--- config.mk ---
export PLATFORM = sky130hd
export DESIGN_NAME = touch_report_decode_and_map_unit
export DESIGN_NICKNAME = d
export VERILOG_FILES = /design/src/sv/trd_pkg.sv /design/src/sv/trd_scaler.sv /design/src/sv/touch_report_decode_and_map_unit.sv
export SDC_FILE = /design/constraint.sdc
export NUM_CORES = 1
export LEC_CHECK = 0
export ABC_AREA = 1
export ABC_CLOCK_PERIOD_IN_PS = 11600
export CAP_MARGIN = 10
export CORE_UTILIZATION = 60
export DETAILED_ROUTE_END_ITERATION = 6
export DONT_BUFFER_PORTS = 1
export PLACE_DENSITY = 0.88
export SLEW_MARGIN = 20
export SYNTH_ARGS = -nofsm -noshare
export SYNTH_HDL_FRONTEND = slang
export SYNTH_SLANG_ARGS = --single-unit
--- constraint.sdc ---
create_clock -name clk_i -period 11.6 [get_ports clk_i]
set_input_delay 1.74 -clock clk_i [delete_from_list [all_inputs] [get_ports clk_i]]
set_output_delay 1.74 -clock clk_i [all_outputs]
set_load 0.01 [all_outputs]
--- src/sv/trd_pkg.sv ---
`default_nettype none
package trd_pkg;

  localparam int unsigned CoordW      = 12;
  localparam int unsigned ProdW       = 2 * CoordW;
  localparam int unsigned PosOutW     = 25;
  localparam int unsigned KindW       = 2;
  localparam int unsigned PressW      = 8;
  localparam int unsigned TrackW      = 4;
  localparam int unsigned CfgIdxW     = 3;
  localparam int unsigned CfgDataW    = 12;

  localparam int unsigned MaxPointsDef  = 10;
  localparam int unsigned FrameBytesDef = 63;
  localparam int unsigned SingleBytes   = 7;

  localparam int unsigned MulSteps = CoordW;
  localparam int unsigned DivSteps = ProdW;
  localparam int unsigned SclCntW  = $clog2(DivSteps);

  localparam logic [PressW-1:0] PointPressure = 8'd200;
  localparam logic [3:0]        NibbleMask    = 4'hF;

  localparam logic              MultiRst  = 1'b1;
  localparam logic              LayoutRst = 1'b0;
  localparam logic              SwapRst   = 1'b0;
  localparam logic              ScaleRst  = 1'b0;
  localparam logic [CoordW-1:0] ScrWRst   = 12'd800;
  localparam logic [CoordW-1:0] ScrHRst   = 12'd1280;
  localparam logic [CoordW-1:0] PnlWRst   = 12'd800;
  localparam logic [CoordW-1:0] PnlHRst   = 12'd1280;

  typedef enum logic [KindW-1:0] {
    KIND_POINT   = 2'd0,
    KIND_RELEASE = 2'd1,
    KIND_INVALID = 2'd2,
    KIND_KEY     = 2'd3
  } kind_e;

  typedef enum logic [CfgIdxW-1:0] {
    CFG_MULTI   = 3'd0,
    CFG_LAYOUT  = 3'd1,
    CFG_SWAP    = 3'd2,
    CFG_SCALE   = 3'd3,
    CFG_SCR_W   = 3'd4,
    CFG_SCR_H   = 3'd5,
    CFG_PNL_W   = 3'd6,
    CFG_PNL_H   = 3'd7
  } cfg_idx_e;

  typedef enum logic [1:0] {
    ST_IDLE,
    ST_SCALE,
    ST_LOAD
  } trd_state_e;

  typedef enum logic [1:0] {
    SC_IDLE,
    SC_MUL,
    SC_DIV
  } scl_state_e;

endpackage
`default_nettype wire

--- src/sv/trd_scaler.sv ---
`default_nettype none
module trd_scaler (
  input  logic                                 clk_i,
  input  logic                                 rst_ni,
  input  logic                                 start_i,
  input  logic signed [trd_pkg::CoordW:0]      value_i,
  input  logic        [trd_pkg::CoordW-1:0]    mul_i,
  input  logic        [trd_pkg::CoordW-1:0]    div_i,
  output logic                                 done_o,
  output logic signed [trd_pkg::PosOutW-1:0]   result_o
);
  import trd_pkg::*;

  scl_state_e          state_q, state_d;
  logic [SclCntW-1:0]  cnt_q, cnt_d;
  logic [CoordW-1:0]   mcand_q, mcand_d;
  logic                neg_q, neg_d;
  logic [CoordW-1:0]   mhi_q, mhi_d;
  logic [CoordW-1:0]   mlo_q, mlo_d;
  logic [CoordW-1:0]   rem_q, rem_d;
  logic [ProdW-1:0]    dq_q, dq_d;
  logic [ProdW-1:0]    res_q, res_d;
  logic                done_q, done_d;

  logic [CoordW:0]     msum;
  logic [CoordW:0]     dsh;
  logic [CoordW:0]     drem;
  logic                dge;
  logic [ProdW-1:0]    dq_next;
  logic [CoordW:0]     abs_val;

  always_comb begin
    abs_val = value_i[CoordW] ? (CoordW+1)'(-value_i) : value_i;
    msum    = {1'b0, mhi_q} + (mlo_q[0] ? {1'b0, mcand_q} : '0);
    dsh     = {rem_q, dq_q[ProdW-1]};
    dge     = (dsh >= {1'b0, div_i});
    drem    = dge ? (dsh - {1'b0, div_i}) : dsh;
    dq_next = {dq_q[ProdW-2:0], dge};

    state_d = state_q;
    cnt_d   = cnt_q;
    mcand_d = mcand_q;
    neg_d   = neg_q;
    mhi_d   = mhi_q;
    mlo_d   = mlo_q;
    rem_d   = rem_q;
    dq_d    = dq_q;
    res_d   = res_q;
    done_d  = 1'b0;

    case (state_q)
      SC_IDLE: begin
        if (start_i) begin
          mcand_d = abs_val[CoordW-1:0];
          neg_d   = value_i[CoordW];
          mhi_d   = '0;
          mlo_d   = mul_i;
          cnt_d   = '0;
          state_d = SC_MUL;
        end
      end
      SC_MUL: begin
        // shift-add, one multiplier bit per cycle
        mhi_d = msum[CoordW:1];
        mlo_d = {msum[0], mlo_q[CoordW-1:1]};
        cnt_d = cnt_q + 1'b1;
        if (cnt_q == SclCntW'(MulSteps - 1)) begin
          dq_d    = {msum, mlo_q[CoordW-1:1]};
          rem_d   = '0;
          cnt_d   = '0;
          state_d = SC_DIV;
        end
      end
      SC_DIV: begin
        // restoring divide, one quotient bit per cycle
        rem_d = drem[CoordW-1:0];
        dq_d  = dq_next;
        cnt_d = cnt_q + 1'b1;
        if (cnt_q == SclCntW'(DivSteps - 1)) begin
          res_d   = (div_i == '0) ? '0 : dq_next;
          done_d  = 1'b1;
          cnt_d   = '0;
          state_d = SC_IDLE;
        end
      end
      default: begin
        state_d = SC_IDLE;
      end
    endcase
  end

  always_ff @(posedge clk_i or negedge rst_ni) begin
    if (!rst_ni) begin
      state_q <= SC_IDLE;
      cnt_q   <= '0;
      done_q  <= 1'b0;
    end else begin
      state_q <= state_d;
      cnt_q   <= cnt_d;
      done_q  <= done_d;
    end
  end

  always_ff @(posedge clk_i) begin
    mcand_q <= mcand_d;
    neg_q   <= neg_d;
    mhi_q   <= mhi_d;
    mlo_q   <= mlo_d;
    rem_q   <= rem_d;
    dq_q    <= dq_d;
    res_q   <= res_d;
  end

  assign done_o   = done_q;
  assign result_o = neg_q ? -$signed({1'b0, res_q}) : $signed({1'b0, res_q});

endmodule
`default_nettype wire

--- src/sv/touch_report_decode_and_map_unit.sv ---
// channel  | handshake                | payload
// ---------+--------------------------+----------------------------------------------
// in       | in_valid_i / in_stall_o  | data_byte_i, frame_start_i
// out      | out_valid_o / out_stall_i| kind_o, pos_x_o, pos_y_o, pressure_o,
//          |                          | tracking_id_o, touch_key_o, last_o
// cfg      | cfg_we_i                 | cfg_index_i, cfg_data_i
//
// A byte that gives no result does not stall the input; one that gives an unscaled result goes via ST_LOAD.
// A point with scaling on goes through ST_SCALE: the x and y serial scalers run in
// parallel, each a 12-step multiply then a 24-step divide, one bit per cycle.
// Reset clears frame counters, state and output valid, and loads register defaults.
// in_stall_o is high while an item is in work; out stall only holds the output
// register and stops a new result from loading.
`default_nettype none
module touch_report_decode_and_map_unit #(
  parameter int unsigned MAX_POINTS  = trd_pkg::MaxPointsDef,
  parameter int unsigned FRAME_BYTES = trd_pkg::FrameBytesDef
) (
  input  logic                                clk_i,
  input  logic                                rst_ni,
  input  logic                                in_valid_i,
  output logic                                in_stall_o,
  input  logic [7:0]                          data_byte_i,
  input  logic                                frame_start_i,
  output logic                                out_valid_o,
  input  logic                                out_stall_i,
  output logic [trd_pkg::KindW-1:0]           kind_o,
  output logic signed [trd_pkg::PosOutW-1:0]  pos_x_o,
  output logic signed [trd_pkg::PosOutW-1:0]  pos_y_o,
  output logic [trd_pkg::PressW-1:0]          pressure_o,
  output logic [trd_pkg::TrackW-1:0]          tracking_id_o,
  output logic                                touch_key_o,
  output logic                                last_o,
  input  logic                                cfg_we_i,
  input  logic [trd_pkg::CfgIdxW-1:0]         cfg_index_i,
  input  logic [trd_pkg::CfgDataW-1:0]        cfg_data_i
);
  import trd_pkg::*;

  localparam int unsigned BytePosW = $clog2(FRAME_BYTES + 1);

  // registers
  logic              multi_q, layout_q, swap_q, scale_q;
  logic [CoordW-1:0] scr_w_q, scr_h_q, pnl_w_q, pnl_h_q;

  // frame state
  logic [BytePosW-1:0] pos_q, pos_d;
  logic [3:0]          total_q, total_d;
  logic                active_q, active_d;
  logic [2:0]          off_q, off_d;
  logic [TrackW-1:0]   idx_q, idx_d;
  logic [CoordW-1:0]   raw_x_q, raw_x_d;
  logic [3:0]          yhn_q, yhn_d;

  // item in work
  trd_state_e               state_q, state_d;
  kind_e                    rkind_q, rkind_d;
  logic [TrackW-1:0]        rid_q, rid_d;
  logic                     rkey_q, rkey_d;
  logic                     rlast_q, rlast_d;
  logic                     rmulti_q, rmulti_d;
  logic signed [CoordW:0]   val_x_q, val_x_d;
  logic signed [CoordW:0]   val_y_q, val_y_d;
  logic signed [PosOutW-1:0] xs_q, xs_d;
  logic signed [PosOutW-1:0] ys_q, ys_d;

  // output register
  logic                      ovalid_q, ovalid_d;
  kind_e                     okind_q, okind_d;
  logic signed [PosOutW-1:0] opx_q, opx_d;
  logic signed [PosOutW-1:0] opy_q, opy_d;
  logic [PressW-1:0]         opr_q, opr_d;
  logic [TrackW-1:0]         oid_q, oid_d;
  logic                      okey_q, okey_d;
  logic                      olast_q, olast_d;

  logic                      accept;
  logic [BytePosW-1:0]       pos_n;
  logic [BytePosW-1:0]       limit;
  logic [2:0]                off_cur;
  logic [TrackW-1:0]         idx_cur;
  logic [CoordW-1:0]         py;
  logic signed [CoordW:0]    first_x;
  logic                      hit;
  logic                      scl_start;
  logic                      done_x, done_y;
  logic signed [PosOutW-1:0] scl_x, scl_y;
  logic signed [PosOutW-1:0] fin_x;
  logic                      load;

  trd_scaler u_scl_x (
    .clk_i    (clk_i),
    .rst_ni   (rst_ni),
    .start_i  (scl_start),
    .value_i  (val_x_d),
    .mul_i    (scr_w_q),
    .div_i    (pnl_w_q),
    .done_o   (done_x),
    .result_o (scl_x)
  );

  trd_scaler u_scl_y (
    .clk_i    (clk_i),
    .rst_ni   (rst_ni),
    .start_i  (scl_start),
    .value_i  (val_y_d),
    .mul_i    (scr_h_q),
    .div_i    (pnl_h_q),
    .done_o   (done_y),
    .result_o (scl_y)
  );

  assign accept = in_valid_i && !in_stall_o;
  assign in_stall_o = (state_q != ST_IDLE);

  always_comb begin
    pos_n   = pos_q + 1'b1;
    limit   = multi_q ? BytePosW'(FRAME_BYTES) : BytePosW'(SingleBytes);
    py      = {yhn_q, data_byte_i};
    first_x = (multi_q && !layout_q)
              ? ($signed({1'b0, scr_w_q}) - $signed({1'b0, raw_x_q}))
              : $signed({1'b0, raw_x_q});
    if (pos_n == BytePosW'(3)) begin
      off_cur = '0;
      idx_cur = '0;
    end else if (off_q == 3'd5) begin
      off_cur = '0;
      idx_cur = idx_q + 1'b1;
    end else begin
      off_cur = off_q + 1'b1;
      idx_cur = idx_q;
    end

    pos_d    = pos_q;
    total_d  = total_q;
    active_d = active_q;
    off_d    = off_q;
    idx_d    = idx_q;
    raw_x_d  = raw_x_q;
    yhn_d    = yhn_q;
    hit      = 1'b0;
    rkind_d  = rkind_q;
    rid_d    = rid_q;
    rkey_d   = rkey_q;
    rlast_d  = rlast_q;
    rmulti_d = rmulti_q;
    val_x_d  = val_x_q;
    val_y_d  = val_y_q;

    if (accept) begin
      if (frame_start_i) begin
        pos_d    = '0;
        total_d  = '0;
        active_d = 1'b1;
      end else if (active_q) begin
        pos_d = pos_n;
        if (pos_n >= limit) begin
          active_d = 1'b0;
        end else begin
          if (pos_n == BytePosW'(2)) begin
            total_d = data_byte_i[3:0] & NibbleMask;
            rid_d   = '0;
            rlast_d = 1'b1;
            rkey_d  = 1'b0;
            if (data_byte_i[3:0] == 4'd0) begin
              hit      = 1'b1;
              rkind_d  = KIND_RELEASE;
              active_d = 1'b0;
            end else if (multi_q && (data_byte_i[3:0] > 4'(MAX_POINTS))) begin
              hit      = 1'b1;
              rkind_d  = KIND_INVALID;
              active_d = 1'b0;
            end else if (!multi_q && (data_byte_i[3:0] != 4'd1)) begin
              hit      = 1'b1;
              rkind_d  = KIND_KEY;
              rkey_d   = 1'b1;
              active_d = 1'b0;
            end
          end else if (pos_n >= BytePosW'(3)) begin
            off_d = off_cur;
            idx_d = idx_cur;
            case (off_cur)
              3'd0: raw_x_d = {data_byte_i[3:0], 8'd0};
              3'd1: raw_x_d = {raw_x_q[CoordW-1:8], data_byte_i};
              3'd2: yhn_d   = data_byte_i[3:0];
              3'd3: begin
                if (idx_cur < total_q) begin
                  if (swap_q) begin
                    val_x_d = $signed({1'b0, py});
                    val_y_d = first_x;
                  end else begin
                    val_x_d = first_x;
                    val_y_d = $signed({1'b0, py});
                  end
                  rkind_d  = KIND_POINT;
                  rmulti_d = multi_q;
                  if (multi_q) begin
                    hit     = 1'b1;
                    rid_d   = idx_cur;
                    rkey_d  = 1'b0;
                    rlast_d = (idx_cur + 1'b1 == total_q);
                    if (idx_cur + 1'b1 == total_q) begin
                      active_d = 1'b0;
                    end
                  end else if ((total_q == 4'd1) && (idx_cur == '0)) begin
                    hit      = 1'b1;
                    rid_d    = '0;
                    rkey_d   = 1'b1;
                    rlast_d  = 1'b1;
                    active_d = 1'b0;
                  end
                end
              end
              default: ;
            endcase
          end
          if (({1'b0, pos_n} + 1'b1) >= {1'b0, limit}) begin
            active_d = 1'b0;
          end
        end
      end
    end
  end

  // control of the item in work and the output register
  always_comb begin
    state_d   = state_q;
    scl_start = 1'b0;
    xs_d      = xs_q;
    ys_d      = ys_q;
    load      = 1'b0;

    case (state_q)
      ST_IDLE: begin
        if (hit) begin
          xs_d = PosOutW'(val_x_d);
          ys_d = PosOutW'(val_y_d);
          if ((rkind_d == KIND_POINT) && scale_q) begin
            scl_start = 1'b1;
            state_d   = ST_SCALE;
          end else begin
            state_d = ST_LOAD;
          end
        end
      end
      ST_SCALE: begin
        if (done_x && done_y) begin
          xs_d    = scl_x;
          ys_d    = scl_y;
          state_d = ST_LOAD;
        end
      end
      ST_LOAD: begin
        if (!ovalid_q || !out_stall_i) begin
          load    = 1'b1;
          state_d = ST_IDLE;
        end
      end
      default: begin
        state_d = ST_IDLE;
      end
    endcase

    fin_x = layout_q ? xs_q : ($signed(PosOutW'(scr_w_q)) - xs_q);

    ovalid_d = ovalid_q && out_stall_i;
    okind_d  = okind_q;
    opx_d    = opx_q;
    opy_d    = opy_q;
    opr_d    = opr_q;
    oid_d    = oid_q;
    okey_d   = okey_q;
    olast_d  = olast_q;
    if (load) begin
      ovalid_d = 1'b1;
      okind_d  = rkind_q;
      oid_d    = rid_q;
      okey_d   = rkey_q;
      olast_d  = rlast_q;
      if (rkind_q == KIND_POINT) begin
        opr_d = PointPressure;
        if (rmulti_q) begin
          opx_d = $signed(PosOutW'(scr_h_q)) - ys_q;
          opy_d = fin_x;
        end else begin
          opx_d = xs_q;
          opy_d = ys_q;
        end
      end else begin
        opr_d = '0;
        opx_d = '0;
        opy_d = '0;
      end
    end
  end

  always_ff @(posedge clk_i or negedge rst_ni) begin
    if (!rst_ni) begin
      multi_q  <= MultiRst;
      layout_q <= LayoutRst;
      swap_q   <= SwapRst;
      scale_q  <= ScaleRst;
      scr_w_q  <= ScrWRst;
      scr_h_q  <= ScrHRst;
      pnl_w_q  <= PnlWRst;
      pnl_h_q  <= PnlHRst;
    end else if (cfg_we_i) begin
      case (cfg_idx_e'(cfg_index_i))
        CFG_MULTI:  multi_q  <= cfg_data_i[0];
        CFG_LAYOUT: layout_q <= cfg_data_i[0];
        CFG_SWAP:   swap_q   <= cfg_data_i[0];
        CFG_SCALE:  scale_q  <= cfg_data_i[0];
        CFG_SCR_W:  scr_w_q  <= cfg_data_i[CoordW-1:0];
        CFG_SCR_H:  scr_h_q  <= cfg_data_i[CoordW-1:0];
        CFG_PNL_W:  pnl_w_q  <= cfg_data_i[CoordW-1:0];
        CFG_PNL_H:  pnl_h_q  <= cfg_data_i[CoordW-1:0];
        default: ;
      endcase
    end
  end

  always_ff @(posedge clk_i or negedge rst_ni) begin
    if (!rst_ni) begin
      pos_q    <= '0;
      total_q  <= '0;
      active_q <= 1'b0;
      off_q    <= '0;
      idx_q    <= '0;
      state_q  <= ST_IDLE;
      ovalid_q <= 1'b0;
    end else begin
      pos_q    <= pos_d;
      total_q  <= total_d;
      active_q <= active_d;
      off_q    <= off_d;
      idx_q    <= idx_d;
      state_q  <= state_d;
      ovalid_q <= ovalid_d;
    end
  end

  always_ff @(posedge clk_i) begin
    raw_x_q  <= raw_x_d;
    yhn_q    <= yhn_d;
    rkind_q  <= rkind_d;
    rid_q    <= rid_d;
    rkey_q   <= rkey_d;
    rlast_q  <= rlast_d;
    rmulti_q <= rmulti_d;
    val_x_q  <= val_x_d;
    val_y_q  <= val_y_d;
    xs_q     <= xs_d;
    ys_q     <= ys_d;
    okind_q  <= okind_d;
    opx_q    <= opx_d;
    opy_q    <= opy_d;
    opr_q    <= opr_d;
    oid_q    <= oid_d;
    okey_q   <= okey_d;
    olast_q  <= olast_d;
  end

  assign out_valid_o   = ovalid_q;
  assign kind_o        = okind_q;
  assign pos_x_o       = opx_q;
  assign pos_y_o       = opy_q;
  assign pressure_o    = opr_q;
  assign tracking_id_o = oid_q;
  assign touch_key_o   = okey_q;
  assign last_o        = olast_q;

endmodule
`default_nettype wire

Word-level counts from Yosys, hierarchy flattened
Index checks and enable logic that the tools add are counted.
- equality and inequality tests: 36
- multiplexer cells: 148
- add/sub/neg operators: 18
- bitwise gates (word level): 4
- $lt $le $gt $ge: 7
- reduce and logical (&&, ||, !) cells: 70
- operators with widths (cell ; count):
    2-to-1 mux 13 bit ; 19
    2-to-1 mux 25 bit ; 9
    case mux 12 bit (2 select lines) ; 7
    2-to-1 mux 12 bit ; 11
    case mux 25 bit (2 select lines) ; 2
    case mux 24 bit (2 select lines) ; 2
    negator 24 -> 25 bit ; 2
    subtractor 13 x 25 -> 25 bit ; 2
    2-to-1 mux 1 bit ; 49
    2-to-1 mux 24 bit ; 2
    2-to-1 mux 4 bit ; 11
    2-to-1 mux 2 bit ; 20
    AND reduction 2 bit ; 19
    case mux 5 bit (3 select lines) ; 2
    adder 12 x 13 -> 13 bit ; 2
    greater-or-equal comparator 13 x 12 -> 1 bit ; 2
    2-to-1 mux 5 bit ; 5
    logical NOT 12 bit ; 2
    negator 12 bit ; 2
    AND reduction 8 bit ; 3
    nonzero test 2 bit ; 12
    subtractor 12 bit ; 2
    2-to-1 mux 6 bit ; 3
    case mux 2 bit (3 select lines) ; 3
    other kinds (38) ; 90
- flip-flop bits (word level): 450
- input port bits: 29
- output and inout bits: 68

Logic depth before layout (Yosys ltp)
- word-level depth: 19
- depth in mapped cells: 29

Modules after synthesis
A second synthesis with hierarchy kept.
- cell total of the unflattened synthesis: 3226
- area total of the unflattened synthesis: 26425.3 um^2
- by module, submodules not included (module ; area each (um^2) ; cells an instance ; instances ; seq. area each (um^2)):
    touch_report_decode_and_map_unit ; 13022.5 ; 1570 ; 1 ; 6364.9
    trd_scaler (u_scl_x) ; 6729.0 ; 834 ; 1 ; 3113.0
    trd_scaler (u_scl_y) ; 6673.9 ; 822 ; 1 ; 3113.0

Worst setup path after synthesis
No wires, ideal clock.
- path type: reg2reg
- start point: reg pos_q[0]
- end point: reg xs_q[0] (enable)
- stages on the path, launching flop included: 24
- data arrival time: 4.737 ns
- path buffers: 0
- period minus slack after synthesis: 5.196 ns
- data required time: 11.141 ns
- library setup time: 0.459 ns
- path slack: 6.404 ns
- cells stage by stage: dfrtp_1 > ha_1 > nand3_1 > nand2_1 > nand2_2 > inv_2 > nor2_4 > nand2_4 > nand2_1 > inv_1 > ha_1 > nand2_1 > nand2_1 > nand2_1 > a21boi_0 > nor2_1 > inv_1 > nor2_1 > nand3_1 > nand2_1 > nand3_1 > o21ai_0 > nand2_1 > nor2_1
- word-level cells in the longest chain between the ends: 17
- RTL lines (element ; RTL line ; RTL):
    from (decl) ; touch_report_decode_and_map_unit.sv:47 ; logic [BytePosW-1:0] pos_q, pos_d;
    from (signal assigned) ; touch_report_decode_and_map_unit.sv:332 ; pos_q <= pos_d;
    adder 6 x 1 -> 6 bit * ; touch_report_decode_and_map_unit.sv:117 ; pos_n = pos_q + 1'b1;
    == test 6 x 2 -> 1 bit * ; touch_report_decode_and_map_unit.sv:123 ; if (pos_n == BytePosW'(3)) begin
    2-to-1 mux 4 bit * ; touch_report_decode_and_map_unit.sv:123 ;
    via idx_cur[1] ; touch_report_decode_and_map_unit.sv:81 ; logic [TrackW-1:0] idx_cur;
    logical NOT 4 bit ; touch_report_decode_and_map_unit.sv:205 ; end else if ((total_q == 4'd1) && (idx_cur == '0)) begin
    logical AND 1 bit ; touch_report_decode_and_map_unit.sv:205 ;
    2-to-1 mux 1 bit ; touch_report_decode_and_map_unit.sv:205 ;
    2-to-1 mux 1 bit ; touch_report_decode_and_map_unit.sv:197 ; if (multi_q) begin
    (+2 left out) ; n/a ;
    2-to-1 mux 1 bit * ; touch_report_decode_and_map_unit.sv:179 ; end else if (pos_n >= BytePosW'(3)) begin
    2-to-1 mux 1 bit * ; touch_report_decode_and_map_unit.sv:160 ; if (pos_n == BytePosW'(2)) begin
    2-to-1 mux 1 bit * ; touch_report_decode_and_map_unit.sv:157 ; if (pos_n >= limit) begin
    2-to-1 mux 1 bit * ; touch_report_decode_and_map_unit.sv:155 ; end else if (active_q) begin
    2-to-1 mux 1 bit * ; touch_report_decode_and_map_unit.sv:151 ; if (frame_start_i) begin
    2-to-1 mux 1 bit * ; touch_report_decode_and_map_unit.sv:150 ; if (accept) begin
    inequality test 2 bit (no line) * ; n/a ;
    AND reduction 3 bit (no line) * ; n/a ;
    to (signal assigned) ; touch_report_decode_and_map_unit.sv:352 ; xs_q <= xs_d;
    to (decl) ; touch_report_decode_and_map_unit.sv:64 ; logic signed [PosOutW-1:0] xs_q, xs_d;
Mark *: on every way through the listed nets, which the timed path passes. The rest lies on a longest branch.
A chain may end at the register's enable or synchronous reset.

Final worst setup path
- start point: reg pos_q[0]
- end point: reg u_scl_y.mhi_q[4] (enable)
- word-level cells in the longest chain between the ends: 19
- RTL lines (element ; RTL line ; RTL):
    adder 6 x 1 -> 6 bit * ; touch_report_decode_and_map_unit.sv:117 ;
    == test 6 x 2 -> 1 bit * ; touch_report_decode_and_map_unit.sv:123 ;
    2-to-1 mux 4 bit * ; touch_report_decode_and_map_unit.sv:123 ;
    via idx_cur[1] ; touch_report_decode_and_map_unit.sv:81 ;
    < comparator 4 bit / logical NOT 4 bit (equally long branches) ; touch_report_decode_and_map_unit.sv:187, touch_report_decode_and_map_unit.sv:205 ;
    2-to-1 mux 2 bit / logical AND 1 bit (equally long branches) ; touch_report_decode_and_map_unit.sv:187, touch_report_decode_and_map_unit.sv:205 ;
    2-to-1 mux 2 bit / 2-to-1 mux 1 bit (equally long branches) ; touch_report_decode_and_map_unit.sv:182, touch_report_decode_and_map_unit.sv:205 ;
    2-to-1 mux 2 bit / 2-to-1 mux 1 bit (equally long branches) ; touch_report_decode_and_map_unit.sv:179, touch_report_decode_and_map_unit.sv:197 ;
    (+4 left out) ; n/a ;
    2-to-1 mux 2 bit / 2-to-1 mux 1 bit (equally long branches) ; touch_report_decode_and_map_unit.sv:150, touch_report_decode_and_map_unit.sv:157 ;
    logical NOT 2 bit / 2-to-1 mux 1 bit (equally long branches) ; touch_report_decode_and_map_unit.sv:238, touch_report_decode_and_map_unit.sv:155 ;
    logical AND 1 bit / 2-to-1 mux 1 bit (equally long branches) ; touch_report_decode_and_map_unit.sv:238, touch_report_decode_and_map_unit.sv:151 ;
    2-to-1 mux 1 bit (on tied branches) ; touch_report_decode_and_map_unit.sv:238, touch_report_decode_and_map_unit.sv:150 ;
    2-to-1 mux 1 bit * ; touch_report_decode_and_map_unit.sv:235 ; if (hit) begin
    2-to-1 mux 1 bit * ; touch_report_decode_and_map_unit.sv:233 ; case (state_q)
    inequality test 2 bit (no line) * ; n/a ;
    AND reduction 2 bit (no line) * ; n/a ;
    to (signal assigned) ; trd_scaler.sv:107 ; mhi_q <= mhi_d;
    to (decl) ; trd_scaler.sv:18 ; logic [CoordW-1:0] mhi_q, mhi_d;
Marks and branches as above.

==> results.md <==
- Worst EP arrival: around 5.1 ns
- RR Startpoint: pos_q[0]
- DIE HEIGHT: ~210 um
- CTS resizes: 0
- Hold_sp: rid_q[0]
- Finished Cell Area: approximately 27000 um2
- Peak Freq: between 200 and 250 MHz
- Main flop type after synthesis: edfxtp_1
- H-tree levels: 2
- Sw Pwr: approximately 0.0025 W
- Vias per cell: between 5 and 6
- Commonest non-fill, non-tap cell in the layout: nand2_1
- Postcts setup bufs: 0
- Internal: 0.00390 W
- Number of flops mapped to enable cells by yosys: between 300 and 400
- Post-CTS Hold Fix Bufs: 0
- Final Cycle Share: 41.9%
- Latest clock arrival within the worst-skew pair: around 0.59 ns
- Core area: between 40000 and 50000 um2
- DP HPWL: between 40000 and 50000 um
- Relative slew slack: 26.0%
- Setup TNS: 0 ns
- Leak: ~12 nW
- Top Ports: between 90 and 100
- WL final: 64000 um
- Global-route wire length before repair: ~100000 um
- CP required: 11.79 ns
- Worst-Margin Slew: between 1 and 1.5 ns
- Final setup fails: 0
- Final core occ: roughly two thirds
- Most frequent CP cell: nand2_1
- Synth top area share: 38.7%
- Status: finished clean
- Layout Nets: 3077
- Number of hold violations in the final report: 0
- Drt first-iter violations: slightly above 2000
- Largest net degree at the start of global routing: 90
- Top cells by area, synth: edfxtp_1 (39%), nand2_1 (9.7%), dfrtp_1 (7.7%)
- Slowest stage delay, CP: roughly 0.87 ns
- Clk Tree Root Cell: clkbuf_16
- Ratio of cells with drive above 1 in the final layout: 5.67%
- Setup crit end kind: flip-flop
- Most frequent cells in the layout: nand2_1 (652), inv_1 (443), edfxtp_1 (326), o21ai_0 (273), nor2_1 (263)
- CTS tree: done
- Async SR Flop Fraction: 20.1%
- Slowest CP cell: o21a_1
- Fin Clk Skew: 0.0238 ns
- Initial Util: between 60% and 70%
- Final Wtd Congestion: 0.962
- Ant. Diodes: 0
- Avg Inst Size Synth: about 8.6 um2
- Aggregate global routing overflow: 0
- # DRC: 0
- Sequential Power Share: around two fifths
- Area after DPL: 25700 um2
- Top cell type by total area after synthesis: edfxtp_1
- Clock transition at the registers of the reported paths: approximately 0.060 ns
- Sequential area share after synthesis: ~50%
- Num CTS Buffers: between 40 and 50
- CP Launch Point: pos_q[0]
- Filler instances: a little over 3000
- CP Class: flip-flop to flip-flop
- Total Routing Usage GR: 29.6%
- Width of the die: between 200 and 250 um
- Net Sw Frac: between 30% and 40%
- Yosys reg bits: around 440
- Yosys Warn Count: 0
- CP startpoint kind: flip-flop
- Vias after detailed routing: 20600
- Clock share of power: 24.1%
- Bufs on Longest Clock Path: 3
- Critical path peak fanout: 24
- Detail Route Antenna Nets: 0
- Mapped Area: ~25000 um2
- HP Class: flip-flop to flip-flop
- Count of final max-slew check failures: 0
- Buffers on Ports: 0
- Cell Pwr Density: approximately 230 nW/um2
- Synth cell types: 55
- RSZ-0062 raised after global routing: false
- Area grow syn2layout: 8.05%
- Mapped Cells: 2954
- Hold slack final: around 0.43 ns
- CTS sink count: 443
- Max-Cap Viols: 0
- Period minus WS final: a little under 5 ns
- Pre-CTS setup slack: slightly below 7 ns
- Vias in the first global route: around 20000
- Initial antenna violation count: 2
- Die area: 43000 um2
- Worst IR Drop VDD: roughly 200 uV
- Drt wl/cell: roughly 18 um
- Final setup margin: 6.74 ns
- Logic pwr share: a little over a third
- Std cell rows: 74
- Drt pass-1 iters: 6
-- worst paths after layout --
check | endpoint | slack [ns] | cells after the start
setup / recovery | u_scl_y.mhi_q[4] | 6.74 | 26
hold / removal | tracking_id_o[0] | 0.43 | 0
setup reg to reg | u_scl_y.mhi_q[4] | 6.74 | 26
hold reg to reg | tracking_id_o[0] | 0.43 | 0
max in group asynchronous | scr_h_q[10] | 10.50 | 0
min in group asynchronous | pnl_h_q[1] | 0.85 | 0
-- through the flow --
stage	std cells	power, W
global route	3495	0.00674
detailed placement	3410	0.00480
global placement	3410	0.00470
finish	3495	0.00640
floorplan	2958	0.00416
CTS	3495	0.00635
-- flip-flops by register name, summed over array words and instances (netlist names), 6 cells and up --
register         cells
u_scl_y.res_q       24
u_scl_x.mcand_q     12
u_scl_x.res_q       24
u_scl_x.dq_q        24
u_scl_x.mhi_q       12
scr_w_q             12
pos_y_o             25
u_scl_x.mlo_q       12
xs_q                25
raw_x_q             12
ys_q                25
u_scl_y.mcand_q     12
val_x_q             13
val_y_q             13
u_scl_y.dq_q        24
pos_q                6
pnl_w_q             12
u_scl_y.mlo_q       12
pos_x_o             25
pnl_h_q             12
u_scl_x.rem_q       12
u_scl_y.mhi_q       12
scr_h_q             12
u_scl_y.rem_q       12
-- routing by layer --
metal / vias up / share of wire, % / global-route usage [%]
met1: 9689 / 39 / 37.8
met4: 4 / 4.5 / 12.5
met2: 1058 / 47 / 49.3
met3: 211 / 9.8 / 5.85
li1: 9648 / - / -
met5: - / 0.044 / 0
-- power groups by stage --
stage / clock network [W] / registers (W) / logic (W)
2_1_floorplan: 0 / 0.00251 / 0.00165
3_3_place_gp: 0 / 0.00260 / 0.00211
5_1_grt: 0.00161 / 0.00262 / 0.00252
6_report: 0.00154 / 0.00259 / 0.00227
4_1_cts: 0.00155 / 0.00258 / 0.00222
3_5_place_dp: 0 / 0.00261 / 0.00219
-- synth_stat cells, drive strengths merged (9+ instances only) --
cell and instances:
a21oi 161, a31oi 11, buf 21, clkbuf 73, dfrtp 78, dfstp 11, dfxtp 28, edfxtp 326
ha 115, inv 451, nand2 670, nand3 136, nand4 19, nor2 277, nor3 38, o211ai 26
o21a 9, o21ai 284, o22ai 9, or2 12, xnor2 47, xor2 88
-- area by class of cell --
cell class	instances	area, um2	area share [%]
timing repair buffer	14	105	0.385
clock buffer	60	1280	4.68
inverter	456	1710	6.27
multi-input combinational	1965	10700	39.1
clock inverter	25	284	1.04
sequential	443	12600	46.1
tap	532	666	2.44
-- worst max-delay path: cells and delay by family, from the launching register on --
kind / cells / cell delay [ns]
flip-flops: 1 / 0.44
buffers and inverters: 3 / 0.23
AND/OR/NAND/NOR: 19 / 2.31
adder cells (fa/ha/maj): 2 / 0.54
AO/OA/AOI/OAI: 2 / 0.94
-- logic make-up after synthesis --
family | after synthesis | synth area share (%)
AND/OR/NAND/NOR | 1167 | 19.2
buffers and inverters | 550 | 8.37
AO/OA/AOI/OAI | 536 | 11.7
flip-flops | 443 | 49.8
XOR/XNOR | 135 | 4.68
adder cells (fa/ha/maj) | 122 | 6.24
other | 1 | 0.0148
Power figures use the tool's default switching activity.
